### src/rtl/opbbc_pkg.sv
// Types and constants of the oven profile controller.
`timescale 1ns / 1ps

package opbbc_pkg;

  localparam int unsigned TGT_W    = 10;
  localparam int unsigned HOLD_W   = 16;
  localparam int unsigned TEMP_W   = 11;
  localparam int unsigned KIND_W   = 2;
  localparam int unsigned STEP_W   = 2;
  localparam int unsigned NUM_REGS = 4;
  localparam int unsigned CFG_IDX_W = 3;
  localparam int unsigned CFG_DATA_W = 16;
  localparam int unsigned S_DATA_W = 16;
  localparam int unsigned M_DATA_W = 24;

  // Result field positions in m_tdata.
  localparam int unsigned M_STATUS_LSB = 0;
  localparam int unsigned M_HEATER_BIT = 2;
  localparam int unsigned M_STEP_LSB   = 3;
  localparam int unsigned M_TIME_LSB   = 5;

  typedef enum logic [KIND_W-1:0] {
    KIND_TICK  = 2'd0,
    KIND_START = 2'd1,
    KIND_STOP  = 2'd2
  } kind_t;

  typedef enum logic [1:0] {
    ST_IDLE = 2'd0,
    ST_OFF  = 2'd1,
    ST_ON   = 2'd2
  } status_t;

  typedef enum logic [CFG_IDX_W-1:0] {
    REG_STEP0_TARGET = 3'd0,
    REG_STEP0_HOLD   = 3'd1,
    REG_STEP1_TARGET = 3'd2,
    REG_STEP1_HOLD   = 3'd3,
    REG_STEP2_TARGET = 3'd4,
    REG_STEP2_HOLD   = 3'd5,
    REG_STEP3_TARGET = 3'd6,
    REG_STEP3_HOLD   = 3'd7
  } reg_idx_t;

  typedef struct packed {
    status_t             run_status;
    logic                running;
    logic [STEP_W-1:0]   step_index;
    logic [HOLD_W-1:0]   hold_left;
    logic                counting;
  } ctl_state_t;

  localparam ctl_state_t IDLE_STATE = '{
    run_status: ST_IDLE,
    running:    1'b0,
    step_index: '0,
    hold_left:  '0,
    counting:   1'b0
  };

  localparam logic [TGT_W-1:0]  TGT0_RST  = 10'd100;
  localparam logic [HOLD_W-1:0] HOLD0_RST = 16'd30;
  localparam logic [TGT_W-1:0]  TGT1_RST  = 10'd210;
  localparam logic [HOLD_W-1:0] HOLD1_RST = 16'd5;
  localparam logic [TGT_W-1:0]  TGT2_RST  = 10'd0;
  localparam logic [HOLD_W-1:0] HOLD2_RST = 16'd1;
  localparam logic [TGT_W-1:0]  TGT3_RST  = 10'd0;
  localparam logic [HOLD_W-1:0] HOLD3_RST = 16'd1;

endpackage

### src/rtl/opbbc_step.sv
// Next-state logic of the controller for one request.
`timescale 1ns / 1ps

module opbbc_step
  import opbbc_pkg::*;
#(
  parameter int unsigned MAX_STEPS = 4
) (
  input  ctl_state_t                       cur,
  input  logic [KIND_W-1:0]                kind,
  input  logic signed [TEMP_W-1:0]         temperature,
  input  logic [NUM_REGS-1:0][TGT_W-1:0]   tgt,
  input  logic [NUM_REGS-1:0][HOLD_W-1:0]  hld,
  output ctl_state_t                       nxt
);

  localparam logic [STEP_W:0] MaxSteps = (STEP_W + 1)'(MAX_STEPS);

  logic [STEP_W:0]          next_idx;
  logic                     next_end;
  logic [HOLD_W-1:0]        hold_dec;
  logic [STEP_W-1:0]        tgt_idx;
  logic signed [TEMP_W-1:0] target_s;
  logic                     stay;

  assign next_idx = {1'b0, cur.step_index} + (STEP_W + 1)'(1);
  assign next_end = (next_idx >= MaxSteps) || (tgt[next_idx[STEP_W-1:0]] == '0);
  assign hold_dec = cur.hold_left - HOLD_W'(1);

  always_comb begin
    nxt      = cur;
    stay     = 1'b1;
    tgt_idx  = cur.step_index;
    target_s = '0;
    case (kind_t'(kind))
      KIND_TICK: begin
        if (cur.running) begin
          if (cur.counting) begin
            nxt.hold_left = hold_dec;
            if (hold_dec == '0) begin
              if (next_end) begin
                nxt  = IDLE_STATE;
                stay = 1'b0;
              end else begin
                tgt_idx       = next_idx[STEP_W-1:0];
                nxt.step_index = next_idx[STEP_W-1:0];
                nxt.hold_left  = hld[next_idx[STEP_W-1:0]];
                nxt.counting   = 1'b0;
              end
            end
          end
          target_s = $signed({1'b0, tgt[tgt_idx]});
          if (stay) begin
            if ((temperature >= target_s) && (cur.run_status == ST_ON)) begin
              nxt.counting   = 1'b1;
              nxt.run_status = ST_OFF;
            end else if ((temperature < target_s) && (cur.run_status == ST_OFF)) begin
              nxt.run_status = ST_ON;
            end
          end
        end
      end
      KIND_START: begin
        if (tgt[0] == '0) begin
          nxt = IDLE_STATE;
        end else begin
          nxt.run_status = ST_OFF;
          nxt.running    = 1'b1;
          nxt.step_index = '0;
          nxt.hold_left  = hld[0];
          nxt.counting   = 1'b0;
        end
      end
      KIND_STOP: begin
        nxt = IDLE_STATE;
      end
      default: begin
      end
    endcase
  end

endmodule

### src/rtl/oven_profile_bang_bang_controller_unit.sv
// Top level of the oven profile on/off temperature controller.
//
//   channel  signals                          payload
//   s        s_tvalid s_tready s_tdata s_tuser  tuser kind, tdata temperature
//   m        m_tvalid m_tready m_tdata          status, heater, step, time left
//   cfg      cfg_valid cfg_ready cfg_index      cfg_data, always ready
//
// Each request passes through the input register and then the result register.
// A new request is taken every cycle while m_tready is high; the rate is set by the combinational step logic.
// Reset clears the controller to idle and loads the default profile.
// A stalled result holds the result register and, once the input register is full,
// deasserts s_tready.
`timescale 1ns / 1ps

module oven_profile_bang_bang_controller_unit
  import opbbc_pkg::*;
#(
  parameter int unsigned MAX_STEPS = 4
) (
  input  logic                   clk,
  input  logic                   rst,
  input  logic                   s_tvalid,
  output logic                   s_tready,
  input  logic [S_DATA_W-1:0]    s_tdata,   // [10:0] temperature, rest zero
  input  logic [KIND_W-1:0]      s_tuser,   // [1:0] kind
  output logic                   m_tvalid,
  input  logic                   m_tready,
  output logic [M_DATA_W-1:0]    m_tdata,   // [1:0] status, [2] heater_on,
                                            // [4:3] step_number, [20:5] time_left
  input  logic                   cfg_valid,
  output logic                   cfg_ready,
  input  logic [CFG_IDX_W-1:0]   cfg_index,
  input  logic [CFG_DATA_W-1:0]  cfg_data
);

  logic [NUM_REGS-1:0][TGT_W-1:0]  tgt;
  logic [NUM_REGS-1:0][HOLD_W-1:0] hld;

  ctl_state_t               state;
  ctl_state_t               state_next;
  logic                     in_valid;
  logic [KIND_W-1:0]        in_kind;
  logic signed [TEMP_W-1:0] in_temp;
  logic                     out_valid;
  logic [M_DATA_W-1:0]      out_data;
  logic                     advance;

  assign cfg_ready = 1'b1;
  assign advance   = in_valid && (!out_valid || m_tready);
  assign s_tready  = !in_valid || advance;
  assign m_tvalid  = out_valid;
  assign m_tdata   = out_data;

  always_ff @(posedge clk) begin
    if (rst) begin
      tgt[0] <= TGT0_RST;
      hld[0] <= HOLD0_RST;
      tgt[1] <= TGT1_RST;
      hld[1] <= HOLD1_RST;
      tgt[2] <= TGT2_RST;
      hld[2] <= HOLD2_RST;
      tgt[3] <= TGT3_RST;
      hld[3] <= HOLD3_RST;
    end else if (cfg_valid && cfg_ready) begin
      unique case (reg_idx_t'(cfg_index))
        REG_STEP0_TARGET: tgt[0] <= cfg_data[TGT_W-1:0];
        REG_STEP0_HOLD:   hld[0] <= cfg_data[HOLD_W-1:0];
        REG_STEP1_TARGET: tgt[1] <= cfg_data[TGT_W-1:0];
        REG_STEP1_HOLD:   hld[1] <= cfg_data[HOLD_W-1:0];
        REG_STEP2_TARGET: tgt[2] <= cfg_data[TGT_W-1:0];
        REG_STEP2_HOLD:   hld[2] <= cfg_data[HOLD_W-1:0];
        REG_STEP3_TARGET: tgt[3] <= cfg_data[TGT_W-1:0];
        REG_STEP3_HOLD:   hld[3] <= cfg_data[HOLD_W-1:0];
        default: begin
        end
      endcase
    end
  end

  always_ff @(posedge clk) begin
    if (rst) begin
      in_valid <= 1'b0;
    end else if (s_tready) begin
      in_valid <= s_tvalid;
    end
  end

  always_ff @(posedge clk) begin
    if (s_tvalid && s_tready) begin
      in_kind <= s_tuser;
      in_temp <= $signed(s_tdata[TEMP_W-1:0]);
    end
  end

  opbbc_step #(
    .MAX_STEPS (MAX_STEPS)
  ) u_step (
    .cur         (state),
    .kind        (in_kind),
    .temperature (in_temp),
    .tgt         (tgt),
    .hld         (hld),
    .nxt         (state_next)
  );

  always_ff @(posedge clk) begin
    if (rst) begin
      state     <= IDLE_STATE;
      out_valid <= 1'b0;
    end else begin
      if (advance) begin
        state     <= state_next;
        out_valid <= 1'b1;
      end else if (m_tready) begin
        out_valid <= 1'b0;
      end
    end
  end

  always_ff @(posedge clk) begin
    if (advance) begin
      out_data <= {3'b000, state_next.hold_left, state_next.step_index,
                   state_next.run_status == ST_ON, state_next.run_status};
    end
  end

endmodule

### config.mk
export PLATFORM = sky130hd
export DESIGN_NAME = oven_profile_bang_bang_controller_unit
export DESIGN_NICKNAME = d
export VERILOG_FILES = /design/src/rtl/opbbc_pkg.sv /design/src/rtl/opbbc_step.sv /design/src/rtl/oven_profile_bang_bang_controller_unit.sv
export SDC_FILE = /design/constraint.sdc
export NUM_CORES = 1
export LEC_CHECK = 0
export BUFFER_PORTS_ARGS = -buffer_cell sky130_fd_sc_hd__buf_2
export CAP_MARGIN = 5
export CORE_MARGIN = 2
export CORE_UTILIZATION = 50
export CTS_CLUSTER_SIZE = 14
export DETAILED_ROUTE_END_ITERATION = 10
export HOLD_SLACK_MARGIN = 0.08
export PLACE_DENSITY = 0.71
export SKIP_CTS_REPAIR_TIMING = 1
export SLEW_MARGIN = 5
export SYNTH_ARGS = -nofsm -noshare
export SYNTH_HDL_FRONTEND = slang
export SYNTH_SLANG_ARGS = --single-unit
### constraint.sdc
create_clock -name clk -period 4.6 [get_ports clk]
set_input_delay 1.38 -clock clk [delete_from_list [all_inputs] [get_ports clk]]
set_output_delay 1.38 -clock clk [all_outputs]
set_load 0.02 [all_outputs]
## Word-level counts from Yosys, hierarchy flattened

Cells that the tools add are included.

| word-level totals | value |
|---|---|
| bits in registers | 162 |
| output and inout bits | 27 |
| input bits | 42 |
| word-level logic and storage cells | 94 |

| operators by class | value |
|---|---|
| reduce and logical (&&, ||, !) cells | 26 |
| $add $sub $neg | 2 |
| equal/unequal tests | 13 |
| order comparisons | 5 |
| mux-type cells | 30 |

Operators with widths:

| kind | count |
|---|---|
| $mux 22 | 3 |
| $pmux 22 s3 | 1 |
| $bmux 10 s2 | 2 |
| $bmux 16 s2 | 1 |
| $mux 21 | 1 |
| $logic_not 10->1 | 2 |
| $mux 10 | 2 |
| $mux 19 | 1 |
| $reduce_and 2->1 | 9 |
| $logic_not 16->1 | 1 |
| $mux 16 | 1 |
| $mux 2 | 8 |
| $sub 16x1->16 const B | 1 |
| $eq 3x3->1 const B | 4 |
| $ge 11x11->1 | 1 |
| $lt 11x11->1 | 1 |
| $mux 1 | 9 |
| $eq 2x2->1 const B | 3 |
| $eq 3x2->1 const B | 2 |
| $lt 2x3->1 const B | 2 |
| $eq 2x1->1 const B | 2 |
| $logic_and 1x1->1 | 4 |
| $add 2x1->3 const B | 1 |
| $eq 3x1->1 const B | 1 |
| other kinds (10) | 13 |

## Depth between registers and ports, before layout

Gate-level depths: netlist of the first run.

| logic depth | value |
|---|---|
| word-level depth | 20 |
| gate-level depth with buffers | 20 |
| gate-level depth less buffers | 18 |

## Hierarchy

A second synthesis of the first run with hierarchy kept.

| unflattened totals | value |
|---|---|
| cells, all modules | 912 |
| area total of the unflattened synthesis | 8254.2 um^2 |

Modules (own cells, without submodules):

| module | cells an instance | area each (um^2) | instances | sequential area each (um^2) |
|---|---|---|---|---|
| oven_profile_bang_bang_controller_unit | 596 | 5874.4 | 1 | 3583.4 |
| opbbc_step | 316 | 2379.8 | 1 | 0.0 |

## Worst setup path before layout of the first run

Ideal clock, no wire load.

| path | value |
|---|---|
| path kind | flip-flop to flip-flop |
| start | register state[17] (netlist bit) |
| end | register state[20] (netlist bit) |
| path buffers | 6 |
| arrival | 4726 ps |
| library setup time | 115 ps |
| required time | 4485 ps |
| setup slack | -241 ps |
| stages on the path, launching flop included | 21 |
| period minus slack after synthesis | 4841 ps |
| cells stage by stage | dfxtp_1 buf_2 buf_2 buf_1 inv_1 clkbuf_1 ha_1 clkbuf_1 clkbuf_1 nand2_1 a211oi_1 nor2_1 mux2_4 ha_1 nand2b_1 a21oi_1 o311ai_0 a21oi_1 o32a_1 a221o_1 o21a_1 |

RTL lines:

| what | line | source |
|---|---|---|
| start: declaration | oven_profile_bang_bang_controller_unit.sv:39 | `ctl_state_t state;` |
| start signal: assignment | oven_profile_bang_bang_controller_unit.sv:112 | `state <= state_next;` |

==> reports/metrics.yaml, run 1 <==
status: "finished clean"
worstPathArrival_ps: 4670
end_kind: "flop"
dp_slack_ps: -26.9
diodes: 0
portBuffers: 59
relSlewSlack_pct: 19.9
vdd_drop_max_mv: 0.324
ant_nets: 0
ys_types: 70
post-route-period-util_pct: 94.5
cts.path.max_buffers: 2
htree_levels: 4
drive_gt1_share_pct: 14.2
critPathMaxFanout: 6
fillCellCount: 1634
crit_required_ps: 4920
yosys_warnings: 0
place.gp.congestion: 0.903
routed_via_density: 5.98
synth_edf_count: 34
period_minus_slack_ps: 4350
numCtsBuffers: 17
whs_ps: 455
hp-start: "hld[40]"
hold_class: "reg2reg"
cp-start-kind: "flop"
rsz0062_at_grt: "false"
synth_top_cell_by_area: "dfxtp_1"
p_seq_share_pct: 46.1
root_buffer: "clkbuf_16"
core_area_sq_mm: 0.0178
p_leak_nw: 3.51
dr.first_iter.drc_count: 894
timing.setup.tns_ps: 0
num_io_pins: 69
first_global_vias: 7433
rrSetupSlack_ps: 250
worstRegToRegCells: 18
hold_path_depth: 2
dr_total_vias: 8352
rows: 49
holdPathEnd: "hld[40]"
post-dp-hpwl_microns: 16700
ys_seq_area_share_pct: 39.8
wl_microns: 24600
finalClockSkew_ps: 7.89
slowest_delay_ps: 370
antenna_found_initial: 0
yosysTopAreaCellShare_pct: 28.5
grt_pass1_wl_microns: 39300
cts_sinks: 162
clockPowerShare_pct: 41.9
slew_viol_final: 0
synthTopCellsByArea: "dfxtp_1, nand2_1, edfxtp_1, a21oi_1, mux2i_1"
clkLatencyLatePin_ps: 430
finalHoldViolCount: 0
path_clk_slew_ps: 70
fmaxAchievable_mhz: 230
place_area_sq_mm: 0.00942
p_sw_share_pct: 27.2
wire_per_inst_microns: 17.6
nets: 1210
grt_usage_pct: 25.2
die_width_microns: 138
dieArea_sq_mm: 0.0191
cts_tree: "built"
switchingPower_uw: 914
maxCapViolations: 0
synth_cells: 1131
tightest_slew_ps: 1190
synth_flop_cell: "dfxtp_1"
synthArstFlopShare_pct: 0
power.internal_mw: 2.45
synth-seq-cells: 162
drt_first_pass_iters: 5
crit_type: "reg2reg"
power.share.combinational_pct: 12.0
path_cells: "inv_1 -> ha_1 -> buf_4 -> o21a_1 -> nand4b_1 -> a21oi_1 -> o22a_1 -> nand3_2 -> a21oi_4 -> buf_4 -> mux2_4 -> ha_1 -> a21o_1 -> a21oi_1 -> nor2_1 -> o32a_1 -> a221o_1 -> o21a_1"
cp_slowest_cell: "o32a_1"
timing.rr.end: "state[20]"
drc: 0
initial_utilization_pct: 50.6
syn_area_sq_mm: 0.00899
worst_slack_ps: 255
avgSynthCellArea_sq_um: 7.95
postLayoutCellArea_sq_mm: 0.0101
syn_to_final_growth_pct: 12.6
finalSetupViolations: 0
power_density_mw_per_mm2: 332
die_h_microns: 138
grt_max_degree: 78
r2r-start: "state[2]"
final_util_pct: 56.9
grt-ovfl-total: 0
## cell type report
| cell class | instances | area (sq um) | area share, % |
|---|---|---|---|
| well taps | 229 | 287 | 2.83 |
| clock inverters | 12 | 118 | 1.16 |
| repair buffers | 95 | 584 | 5.77 |
| inverters | 11 | 41.3 | 0.408 |
| clock buffers | 20 | 468 | 4.62 |
| flip-flops and latches | 162 | 3590 | 35.5 |
| multi-input cells | 867 | 5030 | 49.7 |
## placed cells by master, fill, tap and decap left out, drive strengths merged, types with 14 or more instances in the layout
master and instances:
nand2 287, a311oi 17, a21oi 130, mux2i 33, clkbuf 20, ha 14
o21ai 32, nor3 19, nand3 18, nor4 21, a211oi 32, dfxtp 128
edfxtp 34, inv 15, nand3b 18, nand2b 28, buf 95, nor2 67
## layer usage
metal  vias up  routed length (microns)  GRT usage (%)  share of wire, %
met2       314                    11100           37.9                45
met4         0                      414           7.30               1.7
li1       4073                        -              -                 -
met3        33                     1860           3.60               7.6
met5         -                        0              0                 0
met1      3932                    11200           37.8                46
## critical path, delay by kind of cell (launching register included)
kind / cells / cell delay (ps)
adder cells (fa/ha/maj): 2 / 480
multiplexers: 1 / 320
AO/OA/AOI/OAI: 9 / 2290
flip-flops: 1 / 330
buffers and inverters: 3 / 470
AND/OR/NAND/NOR: 3 / 330
## worst max path at each step
stage / start / endpoint
final: state[2] / state[20]
after detailed placement: state[18] / state[20]
after floorplan: state[17] / state[20]
after CTS: state[18] / state[20]
after global placement: state[18] / state[20]
after global routing: tgt[8] / m_tdata[2]
## synthesized netlist by cell type, drive strengths merged, types with 8 or more instances
cell type	number
dfxtp	128
inv	10
nand3b	18
mux2	9
nand2b	28
nand2	287
nor4	21
a21oi	130
mux2i	33
o21ai	32
edfxtp	34
a311oi	17
ha	14
buf	29
clkbuf	64
a31oi	10
o21a	9
nand3	18
o22a	8
a211oi	32
o22ai	9
nor3	19
nor2	67
nand4	11
a22oi	10
## logic make-up (layout without fill, tap and decap cells)
kind of cell | count (synthesis) | in the layout | share of synthesized area, %
simple gates | 505 | 505 | 26.0
fa+ha+maj | 14 | 14 | 1.95
buf+inv | 104 | 138 | 5.23
compound gates | 289 | 289 | 20.4
mux | 42 | 42 | 5.18
flops | 162 | 162 | 39.8
xor+xnor | 13 | 13 | 1.27
other cells | 2 | 4 | 0.0835
## power by group through the flow
| stage | sequential [mW] | combinational [mW] | clock [mW] |
|---|---|---|---|
| after floorplan | 1.57 | 0.283 | 0 |
| after global placement | 1.58 | 0.382 | 0 |
| after detailed placement | 1.58 | 0.386 | 0 |
| after CTS | 1.55 | 0.389 | 1.42 |
| after global routing | 1.55 | 0.442 | 1.47 |
| final | 1.55 | 0.404 | 1.41 |
## flip-flops by register name (all words and copies together), names as in the netlist
signal	cells
hld	64
in_kind	2
in_temp	11
in_valid	1
m_tdata	21
m_tvalid	1
state	22
tgt	40
## stage by stage
| stage | instances | power, mW |
|---|---|---|
| after global routing | 1396 | 3.47 |
| final | 1396 | 3.36 |
| after global placement | 1362 | 1.96 |
| after CTS | 1394 | 3.35 |
| after detailed placement | 1362 | 1.96 |
| after floorplan | 1133 | 1.85 |
No activity file was read; power rests on OpenSTA's default activity.
==> run 2: changes to the inputs <==
--- a/config.mk
+++ b/config.mk
@@ -7,11 +7,10 @@
 export LEC_CHECK = 0
 export BUFFER_PORTS_ARGS = -buffer_cell sky130_fd_sc_hd__buf_2
 export CAP_MARGIN = 5
-export CORE_MARGIN = 2
 export CORE_UTILIZATION = 50
 export CTS_CLUSTER_SIZE = 14
 export DETAILED_ROUTE_END_ITERATION = 10
-export HOLD_SLACK_MARGIN = 0.08
+export HOLD_SLACK_MARGIN = 0.03
 export PLACE_DENSITY = 0.71
 export SKIP_CTS_REPAIR_TIMING = 1
 export SLEW_MARGIN = 5
==> run 2 against run 1 <==
Power up 1.2%. Setup slack got worse by 90 ps. Utilization rose by 2.2 points.
==> reports/metrics.yaml, run 2 (synthesis gave the netlist of run 1 again) <==
status: "finished clean"
power_density_mw_per_mm2: 330
post-dp-hpwl_microns: 16900
drt_first_pass_iters: 8
drc: 0
finalPower_mw: 3.40
numCtsBuffers: 17
wl_microns: 25300
maxCapViolations: 0
core_area_sq_mm: 0.0174
grt-ovfl-total: 0
end_kind: "flop"
place_area_sq_mm: 0.00952
cp-start-kind: "flop"
whs_ps: 454
largest-register: "hld"
hp-start: "hld[36]"
relSlewSlack_pct: 22.1
mostFrequentLayoutCell: "nand2_1"
initial_utilization_pct: 51.6
fmaxAchievable_mhz: 225
htree_levels: 4
cts_sinks: 162
postLayoutCellArea_sq_mm: 0.0103
num_io_pins: 69
diodes: 0
clkLatencyLatePin_ps: 430
largest_reg_flops: 64
slew_viol_final: 0
cp-startpoint: "tgt[17]"
die_h_microns: 136
syn_to_final_growth_pct: 14.6
dieArea_sq_mm: 0.0185
drive_gt1_share_pct: 15.6
routed_via_density: 5.98
portBuffers: 59
instances_no_fill: 1409
p_leak_nw: 3.60
dr_total_vias: 8428
worst_slack_ps: 165
finalSetupViolations: 0
finalHoldViolCount: 0
r2r-start: "tgt[17]"
grt_usage_pct: 27.4
largestRegisters: "hld (64), tgt (40), state (22)"
grt_pass1_wl_microns: 39300
tightest_slew_ps: 1160
cts_tree: "built"
finalClockSkew_ps: 10.7
vdd_drop_max_mv: 0.242
die_width_microns: 136
timing.setup.tns_ps: 0
worstPathArrival_ps: 4760
place.gp.congestion: 0.938
cts.path.max_buffers: 2
post-route-period-util_pct: 96.4
final_util_pct: 59.2
grt_max_degree: 50
dp_slack_ps: -34.0
final_cell_mix: "nand2_1, a21oi_1, dfxtp_1"
crit_type: "reg2reg"
rows: 48
first_global_vias: 7325
rsz0062_at_grt: "false"
hold_class: "reg2reg"
critPathMaxFanout: 20
path_clk_slew_ps: 70
dr.first_iter.drc_count: 1054
antenna_found_initial: 0
period_minus_slack_ps: 4430
wire_per_inst_microns: 18.0
crit_required_ps: 4920
placedCellCount: 1370
root_buffer: "clkbuf_16"
nets: 1227
ant_nets: 0
run 2: final timing paths:
check | endpoint | slack, ps | depth (start not counted)
hold reg to reg | hld[36] | 450 | 2
setup reg to reg | state[20] | 170 | 18
hold / removal | hld[36] | 450 | 2
setup / recovery | state[20] | 170 | 18
run 2: cell type report:
cell class	count	area, sq um
flip-flops and latches	162	3590
multi-input cells	867	5030
clock inverters	14	168
fillers	1589	7110
inverters	11	41.3
repair buffers	112	751
clock buffers	18	439
well taps	225	282
run 2: where the power goes:
part | leakage, nW | total, mW | switching (mW) | internal [mW]
logic | 1.93 | 0.408 | 0.262 | 0.146
clock network | 0.298 | 1.44 | 0.655 | 0.789
registers | 1.37 | 1.55 | 0.0482 | 1.50
total | 3.60 | 3.40 | 0.965 | 2.43
run 2: critical path: stages, from the launching register on:
cell	delay [ps]
dfxtp_1	370
nor4_1	480
and3_4	280
a31oi_1	40
and3_4	230
ha_4	300
clkbuf_16	180
nand2_1	80
a211oi_2	220
nor2_1	80
mux2_4	270
ha_1	310
a21oi_2	130
nor2b_1	60
o311ai_2	310
a21oi_1	110
o32a_1	350
a221o_1	350
o21a_1	170
run 2: routing by layer:
metal / GRT usage, % / part of all wire, %
met3: 4.81 / 7.6
met5: 0 / 0
met4: 7.65 / 1.3
met2: 41.3 / 44
met1: 39.8 / 47
